$ cat config.mk
export PLATFORM = sky130hd
export DESIGN_NAME = dns_name_wire_encoder
export DESIGN_NICKNAME = d
export VERILOG_FILES = /design/src/hw/rtl/dnsenc_pkg.sv /design/src/hw/rtl/dnsenc_front.sv /design/src/hw/rtl/dnsenc_queue.sv /design/src/hw/rtl/dnsenc_back.sv /design/src/hw/rtl/dns_name_wire_encoder.sv
export SDC_FILE = /design/constraint.sdc
export NUM_CORES = 1
export LEC_CHECK = 0
export BUFFER_PORTS_ARGS = -buffer_cell sky130_fd_sc_hd__buf_2
export CORE_MARGIN = 4
export CORE_UTILIZATION = 49
export DETAILED_ROUTE_END_ITERATION = 7
export GPL_ROUTABILITY_DRIVEN = 0
export PLACE_DENSITY = 0.63
export SLEW_MARGIN = 10
export SYNTH_ARGS = -nofsm -noshare
export SYNTH_HDL_FRONTEND = slang
export SYNTH_SLANG_ARGS = --single-unit
$ cat constraint.sdc
create_clock -name aclk -period 4.3 [get_ports aclk]
set_input_delay 0.86 -clock aclk [delete_from_list [all_inputs] [get_ports aclk]]
set_output_delay 0.86 -clock aclk [all_outputs]
set_load 0.03 [all_outputs]
$ cat src/hw/rtl/dnsenc_pkg.sv
// ----------------------------------------------------------------------------
// dnsenc_pkg
// Shared constants and types of the DNS name wire-format encoder.
// ----------------------------------------------------------------------------
package dnsenc_pkg;

    localparam int WIRE_BYTES = 256;
    localparam int MAX_LABEL  = 63;
    localparam int BYTE_W     = 8;
    localparam int LEN_W      = 7;    // label length, holds MAX_LABEL + 1
    localparam int LENGTH_W   = 9;    // reported wire length
    localparam int OFF_W      = $clog2(WIRE_BYTES + 1);
    localparam int Q_DEPTH    = 4;
    localparam int Q_PTR_W    = $clog2(Q_DEPTH);
    localparam int TDATA_W    = 32;
    localparam int TUSER_W    = 3;

    localparam logic [BYTE_W-1:0] SEPARATOR = 8'h2E;

    typedef enum logic [1:0] {
        JOB_WRITE,
        JOB_END_OK,
        JOB_END_FAIL
    } job_kind_t;

    // One job per input transaction that yields results.
    // END_OK: optional length byte at off_a, then terminator at off_b.
    typedef struct packed {
        job_kind_t          kind;
        logic [BYTE_W-1:0]  data;
        logic [OFF_W-1:0]   off_a;
        logic               has_len;
        logic [OFF_W-1:0]   off_b;
    } job_t;

endpackage

$ cat src/hw/rtl/dnsenc_front.sv
// ----------------------------------------------------------------------------
// dnsenc_front
// Takes characters and end marks, tracks label state, queues output jobs.
// ----------------------------------------------------------------------------
module dnsenc_front import dnsenc_pkg::*; (
    input  logic              aclk,
    input  logic              aresetn,
    input  logic              s_tvalid,
    output logic              s_tready,
    input  logic [BYTE_W-1:0] s_tdata,
    input  logic              s_tlast,
    input  logic              q_full,
    output logic              q_push,
    output job_t              q_job
);

    logic [OFF_W-1:0] start_reg, start_next;
    logic [LEN_W-1:0] len_reg, len_next;
    logic             failed_reg, failed_next;

    logic             accept;
    logic [LEN_W-1:0] len_inc;
    logic [OFF_W:0]   reach;
    logic [OFF_W-1:0] after_label;
    logic             too_long;

    assign s_tready    = !q_full;
    assign accept      = s_tvalid && !q_full;
    assign len_inc     = len_reg + LEN_W'(1);
    assign reach       = {1'b0, start_reg} + (OFF_W+1)'(len_inc) + (OFF_W+1)'(1);
    assign after_label = start_reg + OFF_W'(len_reg) + OFF_W'(1);
    assign too_long    = (len_inc > LEN_W'(MAX_LABEL)) ||
                         (reach >= (OFF_W+1)'(WIRE_BYTES));

    always_comb begin
        start_next  = start_reg;
        len_next    = len_reg;
        failed_next = failed_reg;
        q_push      = 1'b0;
        q_job.kind    = JOB_WRITE;
        q_job.data    = s_tdata;
        q_job.off_a   = after_label;
        q_job.has_len = 1'b0;
        q_job.off_b   = start_reg;
        if (accept) begin
            if (s_tlast) begin
                q_push        = 1'b1;
                q_job.kind    = failed_reg ? JOB_END_FAIL : JOB_END_OK;
                q_job.data    = BYTE_W'(len_reg);
                q_job.off_a   = start_reg;
                q_job.has_len = (len_reg != '0);
                q_job.off_b   = (len_reg != '0) ? after_label : start_reg;
                start_next    = '0;
                len_next      = '0;
                failed_next   = 1'b0;
            end else if (!failed_reg) begin
                if (s_tdata == SEPARATOR) begin
                    if (len_reg == '0) begin
                        failed_next = 1'b1;   // leading or double dot
                    end else begin
                        q_push      = 1'b1;
                        q_job.data  = BYTE_W'(len_reg);
                        q_job.off_a = start_reg;
                        start_next  = after_label;
                        len_next    = '0;
                    end
                end else if (too_long) begin
                    failed_next = 1'b1;
                end else begin
                    q_push   = 1'b1;
                    len_next = len_inc;
                end
            end
        end
    end

    always_ff @(posedge aclk) begin
        if (!aresetn) begin
            start_reg  <= '0;
            len_reg    <= '0;
            failed_reg <= 1'b0;
        end else begin
            start_reg  <= start_next;
            len_reg    <= len_next;
            failed_reg <= failed_next;
        end
    end

endmodule

$ cat src/hw/rtl/dnsenc_queue.sv
// ----------------------------------------------------------------------------
// dnsenc_queue
// Short job queue between the front and the back.
// ----------------------------------------------------------------------------
module dnsenc_queue import dnsenc_pkg::*; (
    input  logic aclk,
    input  logic aresetn,
    input  logic push,
    input  job_t push_job,
    output logic full,
    input  logic pop,
    output logic empty,
    output job_t head
);

    job_t               entry_reg [Q_DEPTH];
    logic [Q_PTR_W-1:0] wr_ptr_reg, wr_ptr_next;
    logic [Q_PTR_W-1:0] rd_ptr_reg, rd_ptr_next;
    logic [Q_PTR_W:0]   count_reg, count_next;
    logic               do_push, do_pop;

    assign full    = (count_reg == (Q_PTR_W+1)'(Q_DEPTH));
    assign empty   = (count_reg == '0);
    assign head    = entry_reg[rd_ptr_reg];
    assign do_push = push && !full;
    assign do_pop  = pop && !empty;

    always_comb begin
        wr_ptr_next = do_push ? wr_ptr_reg + Q_PTR_W'(1) : wr_ptr_reg;
        rd_ptr_next = do_pop  ? rd_ptr_reg + Q_PTR_W'(1) : rd_ptr_reg;
        count_next  = count_reg;
        if (do_push && !do_pop) begin
            count_next = count_reg + (Q_PTR_W+1)'(1);
        end else if (do_pop && !do_push) begin
            count_next = count_reg - (Q_PTR_W+1)'(1);
        end
    end

    always_ff @(posedge aclk) begin
        if (!aresetn) begin
            wr_ptr_reg <= '0;
            rd_ptr_reg <= '0;
            count_reg  <= '0;
        end else begin
            wr_ptr_reg <= wr_ptr_next;
            rd_ptr_reg <= rd_ptr_next;
            count_reg  <= count_next;
        end
    end

    always_ff @(posedge aclk) begin
        if (do_push) begin
            entry_reg[wr_ptr_reg] <= push_job;
        end
    end

endmodule

$ cat src/hw/rtl/dnsenc_back.sv
// ----------------------------------------------------------------------------
// dnsenc_back
// Turns queued jobs into result transactions, one per cycle while the output
// is not stalled, into an output register.
// ----------------------------------------------------------------------------
module dnsenc_back import dnsenc_pkg::*; (
    input  logic               aclk,
    input  logic               aresetn,
    input  logic               q_empty,
    input  job_t               q_head,
    output logic               q_pop,
    output logic               m_tvalid,
    input  logic               m_tready,
    output logic [TDATA_W-1:0] m_tdata,
    output logic [TUSER_W-1:0] m_tuser,
    output logic               m_tlast
);

    logic                out_valid_reg, out_valid_next;
    logic                phase_reg, phase_next;
    logic [7:0]          byte_reg, byte_next;
    logic [7:0]          off_reg, off_next;
    logic [LENGTH_W-1:0] wlen_reg, wlen_next;
    logic                bvalid_reg, bvalid_next;
    logic                done_reg, done_next;
    logic                ok_reg, ok_next;
    logic                last_reg, last_next;

    logic                load;
    logic                first_beat;
    logic [OFF_W:0]      term_len;

    assign load       = !out_valid_reg || m_tready;
    assign first_beat = (q_head.kind == JOB_END_OK) && q_head.has_len && !phase_reg;
    assign term_len   = {1'b0, q_head.off_b} + (OFF_W+1)'(1);

    always_comb begin
        out_valid_next = out_valid_reg;
        phase_next     = phase_reg;
        byte_next      = byte_reg;
        off_next       = off_reg;
        wlen_next      = wlen_reg;
        bvalid_next    = bvalid_reg;
        done_next      = done_reg;
        ok_next        = ok_reg;
        last_next      = last_reg;
        q_pop          = 1'b0;
        if (load) begin
            out_valid_next = !q_empty;
            if (!q_empty) begin
                q_pop       = !first_beat;
                phase_next  = first_beat;
                byte_next   = '0;
                off_next    = '0;
                wlen_next   = '0;
                bvalid_next = 1'b0;
                done_next   = 1'b0;
                ok_next     = 1'b0;
                last_next   = 1'b1;
                case (q_head.kind)
                    JOB_WRITE: begin
                        byte_next   = q_head.data;
                        off_next    = 8'(q_head.off_a);
                        bvalid_next = 1'b1;
                    end
                    JOB_END_OK: begin
                        bvalid_next = 1'b1;
                        if (first_beat) begin
                            byte_next = q_head.data;
                            off_next  = 8'(q_head.off_a);
                            last_next = 1'b0;
                        end else begin
                            off_next  = 8'(q_head.off_b);
                            wlen_next = LENGTH_W'(term_len);
                            done_next = 1'b1;
                            ok_next   = 1'b1;
                        end
                    end
                    default: begin
                        done_next = 1'b1;   // rejected name
                    end
                endcase
            end
        end
    end

    always_ff @(posedge aclk) begin
        if (!aresetn) begin
            out_valid_reg <= 1'b0;
            phase_reg     <= 1'b0;
        end else begin
            out_valid_reg <= out_valid_next;
            phase_reg     <= phase_next;
        end
    end

    always_ff @(posedge aclk) begin
        byte_reg   <= byte_next;
        off_reg    <= off_next;
        wlen_reg   <= wlen_next;
        bvalid_reg <= bvalid_next;
        done_reg   <= done_next;
        ok_reg     <= ok_next;
        last_reg   <= last_next;
    end

    assign m_tvalid = out_valid_reg;
    assign m_tdata  = {(TDATA_W-16-LENGTH_W)'(0), wlen_reg, off_reg, byte_reg};
    assign m_tuser  = {ok_reg, done_reg, bvalid_reg};
    assign m_tlast  = last_reg;

endmodule

$ cat src/hw/rtl/dns_name_wire_encoder.sv
// ----------------------------------------------------------------------------
// dns_name_wire_encoder
// DNS domain name to wire-format encoder, streamed as offset/byte writes.
// ----------------------------------------------------------------------------
// A name enters one character per transaction, closed by a transaction with
// s_tlast high. Characters and dots are taken one per cycle while the queue
// is not full, and each gives at most one result; the closing transaction
// gives one or two (last length byte, then the terminator with done and the
// total length). The front updates the label state in the cycle a transaction
// is taken and posts a job into a four-entry queue; the back drains one result
// per cycle into the output register while the output is not stalled, so each
// result passes through the queue and then the output register.
// A failed name (empty label, label over 63 bytes, buffer overflow) yields
// nothing more until its end, which reports done with ok low.
// ----------------------------------------------------------------------------
module dns_name_wire_encoder import dnsenc_pkg::*; (
    input  logic               aclk,
    input  logic               aresetn,
    input  logic               s_tvalid,
    output logic               s_tready,
    input  logic [7:0]         s_tdata,   // [7:0] ch
    input  logic               s_tlast,   // is_end
    output logic               m_tvalid,
    input  logic               m_tready,
    output logic [TDATA_W-1:0] m_tdata,   // [7:0] wire_byte, [15:8] byte_offset,
                                          // [24:16] wire_length, rest zero
    output logic [TUSER_W-1:0] m_tuser,   // [0] byte_valid, [1] done_res, [2] ok
    output logic               m_tlast    // last_of_step
);

    logic q_full, q_empty, q_push, q_pop;
    job_t q_job, q_head;

    dnsenc_front u_front (
        .aclk     (aclk),
        .aresetn  (aresetn),
        .s_tvalid (s_tvalid),
        .s_tready (s_tready),
        .s_tdata  (s_tdata),
        .s_tlast  (s_tlast),
        .q_full   (q_full),
        .q_push   (q_push),
        .q_job    (q_job)
    );

    dnsenc_queue u_queue (
        .aclk     (aclk),
        .aresetn  (aresetn),
        .push     (q_push),
        .push_job (q_job),
        .full     (q_full),
        .pop      (q_pop),
        .empty    (q_empty),
        .head     (q_head)
    );

    dnsenc_back u_back (
        .aclk     (aclk),
        .aresetn  (aresetn),
        .q_empty  (q_empty),
        .q_head   (q_head),
        .q_pop    (q_pop),
        .m_tvalid (m_tvalid),
        .m_tready (m_tready),
        .m_tdata  (m_tdata),
        .m_tuser  (m_tuser),
        .m_tlast  (m_tlast)
    );

endmodule

Yosys cells after proc, flatten, opt, wreduce, memory -nomap -nowiden
Memory sizes are Yosys's and may differ from the RTL's. A register that Yosys moved wholly into a read port is not among the register bits.
Cells that the tools add are included.
{ "classes": {"addsub": 10, "mux": 44, "n_lt_le_gt_ge": 2, "n_eq_ne": 7, "bitwise_logic": 2, "n_reduce_logical": 27} }
{ "op_table": {"columns": ["op", "n"], "rows": [
  ["17-bit 2-to-1 mux", 4],
  ["9-bit 2-to-1 mux", 5],
  ["7-bit 2-to-1 mux", 5],
  ["8-bit case mux with 2 select lines", 2],
  ["29-bit 2-to-1 mux", 1],
  ["9-bit by 1-bit adder with 9-bit output, second input constant", 2],
  ["1-bit 2-to-1 mux", 17],
  ["8-bit 2-to-1 mux", 2],
  ["10-bit by 1-bit adder with 10-bit output, second input constant", 1],
  ["9-bit by 7-bit adder with 10-bit output", 1],
  ["10-bit by 9-bit greater-or-equal comparator with 1-bit output, second input constant", 1],
  ["10-bit 2-to-1 mux", 1],
  ["9-bit by 7-bit adder with 9-bit output", 1],
  ["8-bit by 6-bit equality test with 1-bit output, second input constant", 1],
  ["2-bit 2-to-1 mux", 4],
  ["4-bit AND reduction", 2],
  ["7-bit by 1-bit adder with 7-bit output, second input constant", 1],
  ["7-bit by 6-bit greater-than comparator with 1-bit output, second input constant", 1],
  ["1-bit logical AND", 7],
  ["1-bit zero test", 7],
  ["7-bit zero test", 1],
  ["7-bit nonzero test", 1],
  ["3-bit 2-to-1 mux", 2],
  ["3-bit inequality test, second input constant", 2],
  ["14 further kinds", 20]
]} }
{ "word_totals": {"wordCells": 108, "mem_bits_rw": 116, "mem_count": 1, "output_inout_bits": 38, "regBits": 55, "in_bits": 13} }
{ "mem_list": {"columns": ["memory", "words", "word_bits", "read_ports", "rd_clocked_by_memory_dff", "write_ports", "line", "source"], "rows": [
  ["u_queue.entry_reg", 4, 29, 1, 1, 1, "dnsenc_queue.sv:16", "job_t entry_reg [Q_DEPTH];"]
]} }

Logic depth before layout (Yosys ltp)
Gate-level depths: netlist of the first run.
{ "logic_depth": {"ltp_word": 15, "ltp_mapped": 17, "ltp_nobuf": 17} }

By module
Synthesis of the first run repeated with hierarchy kept, for this count alone.
{ "hier_totals": {"cells_unflattened": 531, "hier_area_um2": 7790.0} }
{ "by_module_without_submodules": {"columns": ["module", "cells_each", "seq_area_each_um2", "n_inst", "area_each_um2"], "rows": [
  ["dnsenc_queue", 199, 3663.5, 1, 4675.7],
  ["dnsenc_front", 229, 340.3, 1, 1722.9],
  ["dnsenc_back", 103, 910.9, 1, 1391.3]
]} }

Worst setup path after synthesis of the first run
No wires, ideal clock.
{ "synth_path": {"path_kind": "input to register", "from": "input m_tready", "to": "register u_queue.count_reg[2]", "t_arrival_ns": 3.858, "path_buffers": 0, "required_ns": 4.229, "setup_ns": 0.071, "stages": 10, "setup_slack_ns": 0.371, "path_cell_list": "inv_1 > a21oi_1 > nor2b_2 > inv_1 > ha_1 > inv_1 > fa_1 > xor2_1 > or3_1 > a21oi_1"} }
{ "synth_between": {"elab_chain_len": 6, "elab_cells_between_ends": 8, "cone_classes": "mux: 2; reduce/logical: 6"} }
{ "synth_rtl": {"columns": ["element", "line", "source"], "rows": [
  ["start, declared", "dns_name_wire_encoder.sv:24", "input logic m_tready,"],
  ["1-bit logical OR (*)", "dnsenc_back.sv:33", "assign load = !out_valid_reg || m_tready;"],
  ["1-bit 2-to-1 mux (*)", "dnsenc_back.sv:48", "if (load) begin"],
  ["1-bit logical AND (*)", "dnsenc_queue.sv:26", "assign do_pop = pop && !empty;"],
  ["1-bit zero test", "dnsenc_queue.sv:32", "if (do_push && !do_pop) begin"],
  ["1-bit logical AND", "dnsenc_queue.sv:32", null],
  ["3-bit 2-to-1 mux / 2-bit nonzero test (equally long branches)", null, null],
  ["end signal, assigned", "dnsenc_queue.sv:47", "count_reg <= count_next;"],
  ["end, declared", "dnsenc_queue.sv:19", "logic [Q_PTR_W:0] count_reg, count_next;"]
]} }
Every way passes the cells marked *; elsewhere a longest branch is shown, timed or not.
A chain may end at the register's enable or synchronous reset.

Final worst setup path of the first run
{ "layout_path": {"from": "register u_front.len_reg[2]", "to": "register u_queue.count_reg[2]"} }
{ "layout_between": {"elab_chain_len": 14, "elab_cells_between_ends": 19, "cone_classes": "add/sub: 3; order compare: 2; mux: 7; reduce/logical: 7"} }
{ "layout_rtl": {"columns": ["element", "line", "source"], "rows": [
  ["start, declared", "dnsenc_front.sv:18", "logic [LEN_W-1:0] len_reg, len_next;"],
  ["start signal, assigned", "dnsenc_front.sv:84", "len_reg <= len_next;"],
  ["7-bit by 1-bit adder with 7-bit output", "dnsenc_front.sv:29", "assign len_inc = len_reg + LEN_W'(1);"],
  ["9-bit by 7-bit adder with 10-bit output", "dnsenc_front.sv:30", "assign reach = {1'b0, start_reg} + (OFF_W+1)'(len_inc) + (OFF_W+1)'(1);"],
  ["10-bit by 1-bit adder with 10-bit output", "dnsenc_front.sv:30", null],
  ["10-bit by 9-bit greater-or-equal comparator with 1-bit output", "dnsenc_front.sv:33", "(reach >= (OFF_W+1)'(WIRE_BYTES));"],
  ["1-bit logical OR", "dnsenc_front.sv:32", "assign too_long = (len_inc > LEN_W'(MAX_LABEL)) ||"],
  ["1-bit 2-to-1 mux", "dnsenc_front.sv:67", "end else if (too_long) begin"],
  ["1-bit 2-to-1 mux (*)", "dnsenc_front.sv:57", "if (s_tdata == SEPARATOR) begin"],
  ["1-bit 2-to-1 mux (*)", "dnsenc_front.sv:56", "end else if (!failed_reg) begin"],
  ["1-bit 2-to-1 mux (*)", "dnsenc_front.sv:46", "if (s_tlast) begin"],
  ["1-bit 2-to-1 mux (*)", "dnsenc_front.sv:45", "if (accept) begin"],
  ["1-bit logical AND (*)", "dnsenc_queue.sv:25", "assign do_push = push && !full;"],
  ["via u_queue.do_push", "dnsenc_queue.sv:20", "logic do_push, do_pop;"],
  ["1-bit zero test", "dnsenc_queue.sv:34", "end else if (do_pop && !do_push) begin"],
  ["1-bit logical AND", "dnsenc_queue.sv:34", null],
  ["2-bit nonzero test (no line)", null, null]
]} }
The timed path passes the listed nets; every way through them passes the cells marked *.

==> impl_metrics.csv, run 1 <==
group,metric,value,unit
status,status,"completed",
layout,largest_reg_flops,112,
timing,report.final.slew_viol_count,0,
yosys,yosys_warnings,0,
yosys,synthesis.area,7575,um2
timing,fin_crit_sh,90.28,%
cts,cts_tree,"yes",
power_and_ir_drop,power_density,626.0,nW/um2
timing,finalClockSkew,0.01194,ns
grt,grt_use_met3,4.618,%
layout,diodes,0,
layout,layout_commonest_cell,"edfxtp_1",
cts,clockBufferDepth,2,
cts,clkLatencyLatePin,0.43,ns
setup_path,reg2reg_depth,16,
cts,cts.sinks,169,
setup_path,criticalPathCategory,"flip-flop to flip-flop",
worst_hold_path,holdPathEnd,"u_back.m_tvalid",
drt,routed_wl,14.88,mm
yosys,avgSynthCellArea,14.27,um2
die,die_x,132.3,um
power_and_ir_drop,power,5.383,mW
placed_design,port_buffers,43,
layout,drive_gt1_share,21.66,%
die,ioPinCount,51,
setup_path,r2r_slack,0.42,ns
die,initial_core_util,50.01,%
yosys,ys_seq_area_share,63.30,%
setup_path,critPathSlowestCell,"dfxtp_1",
timing,finalSetupTns,0,ns
drt,firstDrtPassIters,5,
grt,grt_max_degree,35,
yosys,async_reset_ff_share,0,%
timing,finalHoldViolations,0,
yosys,synth_edf_count,141,
cts,cts_setup_buffers,0,
placed_design,dp_hpwl,9.697,mm
drt,via_per_inst,5.648,
yosys,synthCells,531,
yosys,ys_seq_elements,169,
setup_path,crit_arrival,4.23,ns
layout,fin_nets,616,
cts,cts_root_buffer,"clkbuf_16",
layout,fill_cells,1178,
cts,cts_buffers,17,
grt,grt_pass1_vias,4526,
yosys,synth_top_area_cell,"edfxtp_1",
timing,setup_viol,0,
yosys,yosys_most_used_dff,"edfxtp_1",
die,die_area,17510,um2
grt,grtUsageMet2,29.30,%
worst_hold_path,hp-class,"flip-flop to flip-flop",
drt,antenna_left,0,
die,coreArea,15150,um2
timing,fin_crit,3.882,ns
yosys,synth_top_area_share,55.90,%
worst_hold_path,min_from,"u_back.m_tvalid",
die,rows,45,
cts,hold_buffers,0,
setup_path,crit_chain,"nand3_1 -> o21a_1 -> or2_2 -> ha_1 -> o21a_1 -> o21ai_0 -> a31o_2 -> nand3_1 -> and2_1 -> inv_1 -> ha_1 -> inv_1 -> fa_1 -> xor2_1 -> or3_1 -> a21oi_1",
drt,drt_iter0_drc,295,
drt,drcViolationCount,0,
setup_path,cpPeakStageDelay,0.53,ns
setup_path,r2r_end,"u_queue.count_reg[2]",
die,die_h,132.3,um
placed_design,dp_slack,0.4728,ns
timing,timing.final.ws_setup,0.4178,ns
grt,antenna_found_initial,0,
grt,track_usage,17.81,%
grt,grt_use_met1,22.80,%
timing,max_freq,0.2576,GHz
setup_path,cp-end-kind,"flip-flop",
layout,areaGrowthSynthToFinish,13.51,%
setup_path,worstPathBufferInverterCount,2,
setup_path,worstReg2RegStart,"u_front.len_reg[2]",
timing,slew_headroom,53.73,%
yosys,synth.distinct_cells,56,
setup_path,cp.required,4.64,ns
drt,post_drt_wl_per_cell,19.10,um
grt,busiest_layer,"met2",
timing,max_slew.worst_pin.slew,0.6941,ns
grt,grt_first_pass_wirelength,23.90,mm
setup_path,cp_max_fo,9,
power_and_ir_drop,max-vdd-ir-drop,0.0003584,V
job,cap_violations,0,
cts,path_clk_slew,0.06,ns
setup_path,critical_path.top_delay_family,"simple AND/OR/NAND/NOR gates",
power_and_ir_drop,p_leak,3.116,nW
layout,final_cell_mix,"141 x edfxtp_1, 46 x nand2_1, 43 x buf_2",
setup_path,start_kind,"flip-flop",
cts,cts_max_level,4,
grt,grt-ovfl-total,0,
drt,vias,4400,
yosys,ys_top_cells_by_area,"edfxtp_1 56%, mux4_2 8.3%, dfxtp_1 7.4%",
layout,final_util,56.77,%
cts,cts_resized,0,
timing,rsz0062_at_grt,"no",
worst_hold_path,holdPathStages,2,
-- routing by layer --
| metal | vias to the layer above | routed length (um) |
|---|---|---|
| met5 | - | 0 |
| met2 | 124 | 7501 |
| met4 | 0 | 184 |
| met1 | 2189 | 6419 |
| met3 | 13 | 770 |
| li1 | 2074 | - |
-- worst min-delay path, delay by kind of cell (launching register included) --
family           cells  cell delay [ns]
AO/OA/AOI/OAI        1             0.05
flip-flops           1             0.34
AND/OR/NAND/NOR      1             0.07
-- metrics by stage --
stage	cell area (um2)	std cells	hold slack (ns)
3_3_place_gp	7971	747	0.4822
5_1_grt	8598	779	0.5307
6_report	8598	779	0.4991
2_1_floorplan	7597	537	0.4585
3_5_place_dp	7971	747	0.4983
4_1_cts	8598	779	0.5070
-- how the worst max path moves through the flow --
stage,start,endpoint,slack [ns],cells past startpoint
finish,u_front.len_reg[2],u_queue.count_reg[2],0.42,16
global route,u_front.len_reg[2],u_queue.count_reg[2],0.21,16
CTS,u_front.len_reg[2],u_queue.count_reg[2],0.44,16
detailed placement,u_front.len_reg[1],u_queue.count_reg[2],0.47,16
global placement,u_front.len_reg[2],u_queue.count_reg[2],0.61,16
floorplan,m_tready,u_queue.count_reg[2],0.37,10
-- layout make-up --
type | instances | area (um2) | share of cell area [%]
Clock buffer | 26 | 584.3 | 6.796
Clock inverter | 6 | 42.54 | 0.4948
Inverter | 18 | 67.56 | 0.7858
Multi-Input combinational cell | 319 | 2582 | 30.03
Sequential cell | 169 | 4796 | 55.78
Tap cell | 188 | 235.2 | 2.736
Timing Repair Buffer | 53 | 290.3 | 3.376
-- power breakdown --
part / total [mW] / switching (mW) / internal, mW
clock: 1.55 / 0.607 / 0.943
combinational: 1.54 / 0.991 / 0.548
sequential: 2.29 / 0.100 / 2.19
-- cell usage after synthesis, types with 9 or more instances --
cell type  count
a21oi_1       21
nor3_1        11
nand2_1       46
mux2i_1       12
nor2_1        35
a22o_1         9
ha_1          23
nor2b_1       18
o21ai_0       15
buf_4         12
dfxtp_1       28
inv_1         17
buf_2         10
edfxtp_1     141
mux4_2        28
-- kinds of logic (layout without fill, tap and decap cells) --
kind of cell	Yosys count	count (layout)	synth area share, %
AOI/OAI and AO/OA	69	69	5.815
xor gates and xnor gates	16	16	1.850
adders and majority gates	25	25	4.328
buffers and inverters	49	103	3.188
DFF	169	169	63.30
muxes	43	43	10.36
other	1	7	0.04951
and+or+nand+nor	159	159	11.12
Note: power is estimated with default switching activity, not from simulation.
==> run 2, diff against run 1 <==
REMOVE_ABC_BUFFERS = 1   (was not set)
==> impl_metrics.csv, run 2 (synthesis gave the netlist of run 1 again) <==
group,metric,value,unit
power_and_ir_drop,combPwrFrac,29.1,%
cts,cts_setup_buffers,0,
cts,cts_max_level,4,
placed_design,port_buffers,43,
die,rows,45,
die,die_h,132.3,um
setup_path,crit_arrival,4.19,ns
setup_path,critPathSlowestCell,"dfxtp_1",
timing,finalHoldViolations,0,
die,initial_core_util,50.01,%
grt,grt_pass1_vias,4397,
die,coreArea,15150,um2
timing,rsz0062_at_grt,"no",
drt,via_per_inst,5.630,
setup_path,r2r_slack,0.44,ns
cts,cts_buffers,17,
timing,setup_viol,0,
grt,grt_max_degree,35,
timing,finalClockSkew,0.009144,ns
layout,drive_gt1_share,20.68,%
grt,track_usage,17.18,%
job,cap_violations,0,
grt,antenna_found_initial,0,
layout,diodes,0,
setup_path,worstPathBufferInverterCount,2,
cts,cts.sinks,169,
layout,final_util,56.08,%
cts,cts_tree,"yes",
cts,cts_root_buffer,"clkbuf_16",
power_and_ir_drop,pwr-share-seq,44.4,%
setup_path,cp.required,4.63,ns
drt,drt_iter0_drc,247,
setup_path,start_kind,"flip-flop",
timing,max_freq,0.2590,GHz
worst_hold_path,hp-class,"flip-flop to flip-flop",
timing,slew_headroom,46.56,%
cts,hold_buffers,0,
drt,vias,4380,
setup_path,critical_path.top_delay_family,"simple AND/OR/NAND/NOR gates",
layout,largest_reg_flops,112,
timing,fin_crit,3.860,ns
layout,layoutNonFillerInstCount,778,
drt,drcViolationCount,0,
placed_design,dp.cells,746,
power_and_ir_drop,p_clk_share,26.5,%
timing,finalSetupTns,0,ns
setup_path,criticalPathCategory,"flip-flop to flip-flop",
die,ioPinCount,51,
timing,report.final.slew_viol_count,0,
status,status,"completed",
drt,firstDrtPassIters,4,
die,die_area,17510,um2
cts,clockBufferDepth,2,
timing,whs,0.4969,ns
setup_path,cp_max_fo,9,
power_and_ir_drop,power_density,611.3,nW/um2
cts,path_clk_slew,0.06,ns
power_and_ir_drop,p_leak,3.059,nW
power_and_ir_drop,power,5.193,mW
layout,layout_commonest_cell,"edfxtp_1",
drt,antenna_left,0,
grt,grt-ovfl-total,0,
die,die_x,132.3,um
timing,fin_crit_sh,89.78,%
cts,clkLatencyLatePin,0.42,ns
power_and_ir_drop,swShare,32.12,%
layout,final_cell_mix,"141 x edfxtp_1, 46 x nand2_1, 43 x buf_2",
timing,max_slew.worst_pin.slew,0.8016,ns
drt,post_drt_wl_per_cell,18.72,um
layout,fin_nets,615,
power_and_ir_drop,p_int,3.525,mW
power_and_ir_drop,max-vdd-ir-drop,0.0003181,V
setup_path,cp-end-kind,"flip-flop",
setup_path,crit_chain,"nand3_1 -> o21a_1 -> or2_2 -> ha_1 -> o21a_1 -> o21ai_0 -> a31o_2 -> nand3_1 -> and2_1 -> inv_1 -> ha_1 -> inv_1 -> fa_1 -> xor2_1 -> or3_1 -> a21oi_1",
cts,cts_resized,0,
power_and_ir_drop,p_sw,1.668,mW
grt,grt_first_pass_wirelength,23.04,mm
setup_path,cpPeakStageDelay,0.52,ns
layout,areaGrowthSynthToFinish,12.14,%
drt,routed_wl,14.57,mm
placed_design,dp_hpwl,9.826,mm
==> run 2: cell count changes in the layout (fill, tap and decap cells not counted), sizes merged <==
cell / change
clkinvlp: +1
buf: -1
clkbuf: -1
==> run 2: path summary, 6_finish.rpt <==
path                        startpoint                   end  cells past startpoint
setup / recovery    u_front.len_reg[2]  u_queue.count_reg[2]                     16
hold / removal    u_front.start_reg[0]  u_front.start_reg[0]                      2
setup reg to reg    u_front.len_reg[2]  u_queue.count_reg[2]                     16
hold reg to reg   u_front.start_reg[0]  u_front.start_reg[0]                      2
==> run 2: final cells by class <==
cell class                      instances  area [um2]
Tap cell                              188       235.2
Clock buffer                           25       486.7
Clock inverter                          7       43.79
Sequential cell                       169        4796
Inverter                               18       67.56
Fill cell                            1224        6651
Multi-Input combinational cell        319        2582
Timing Repair Buffer                   52       282.8
==> run 2: per-stage QoR <==
step	setup slack, ns	area [um2]
after floorplan	0.3645	7423
after global placement	0.6031	7964
after detailed placement	0.4513	7964
after CTS	0.4349	8494
after global routing	0.1752	8494
final	0.4397	8494
==> run 2: power groups by stage <==
stage	Clock [mW]	Combinational, mW	Sequential [mW]
global route	1.47	1.65	2.34
detailed placement	0	1.54	2.35
finish	1.37	1.51	2.31
CTS	1.40	1.55	2.32
global placement	0	1.52	2.33
floorplan	0	0.767	2.67
==> run 2: layer usage <==
metal  share of wire, %  track usage, %
met5                  0               0
met4                3.8           8.661
met1                 43           21.88
met3                4.4           3.740
met2                 49           27.91
==> run 2: worst register-to-register path, stage by stage, from the launching register on <==
cell and delay [ns]:
dfxtp_1 0.52, nand3_1 0.22, o21a_1 0.25, or2_2 0.31, ha_1 0.28, o21a_1 0.16, o21ai_0 0.14, a31o_2 0.13
nand3_1 0.13, and2_1 0.29, inv_1 0.09, ha_1 0.17, inv_1 0.06, fa_1 0.38, xor2_1 0.18, or3_1 0.31
a21oi_1 0.15
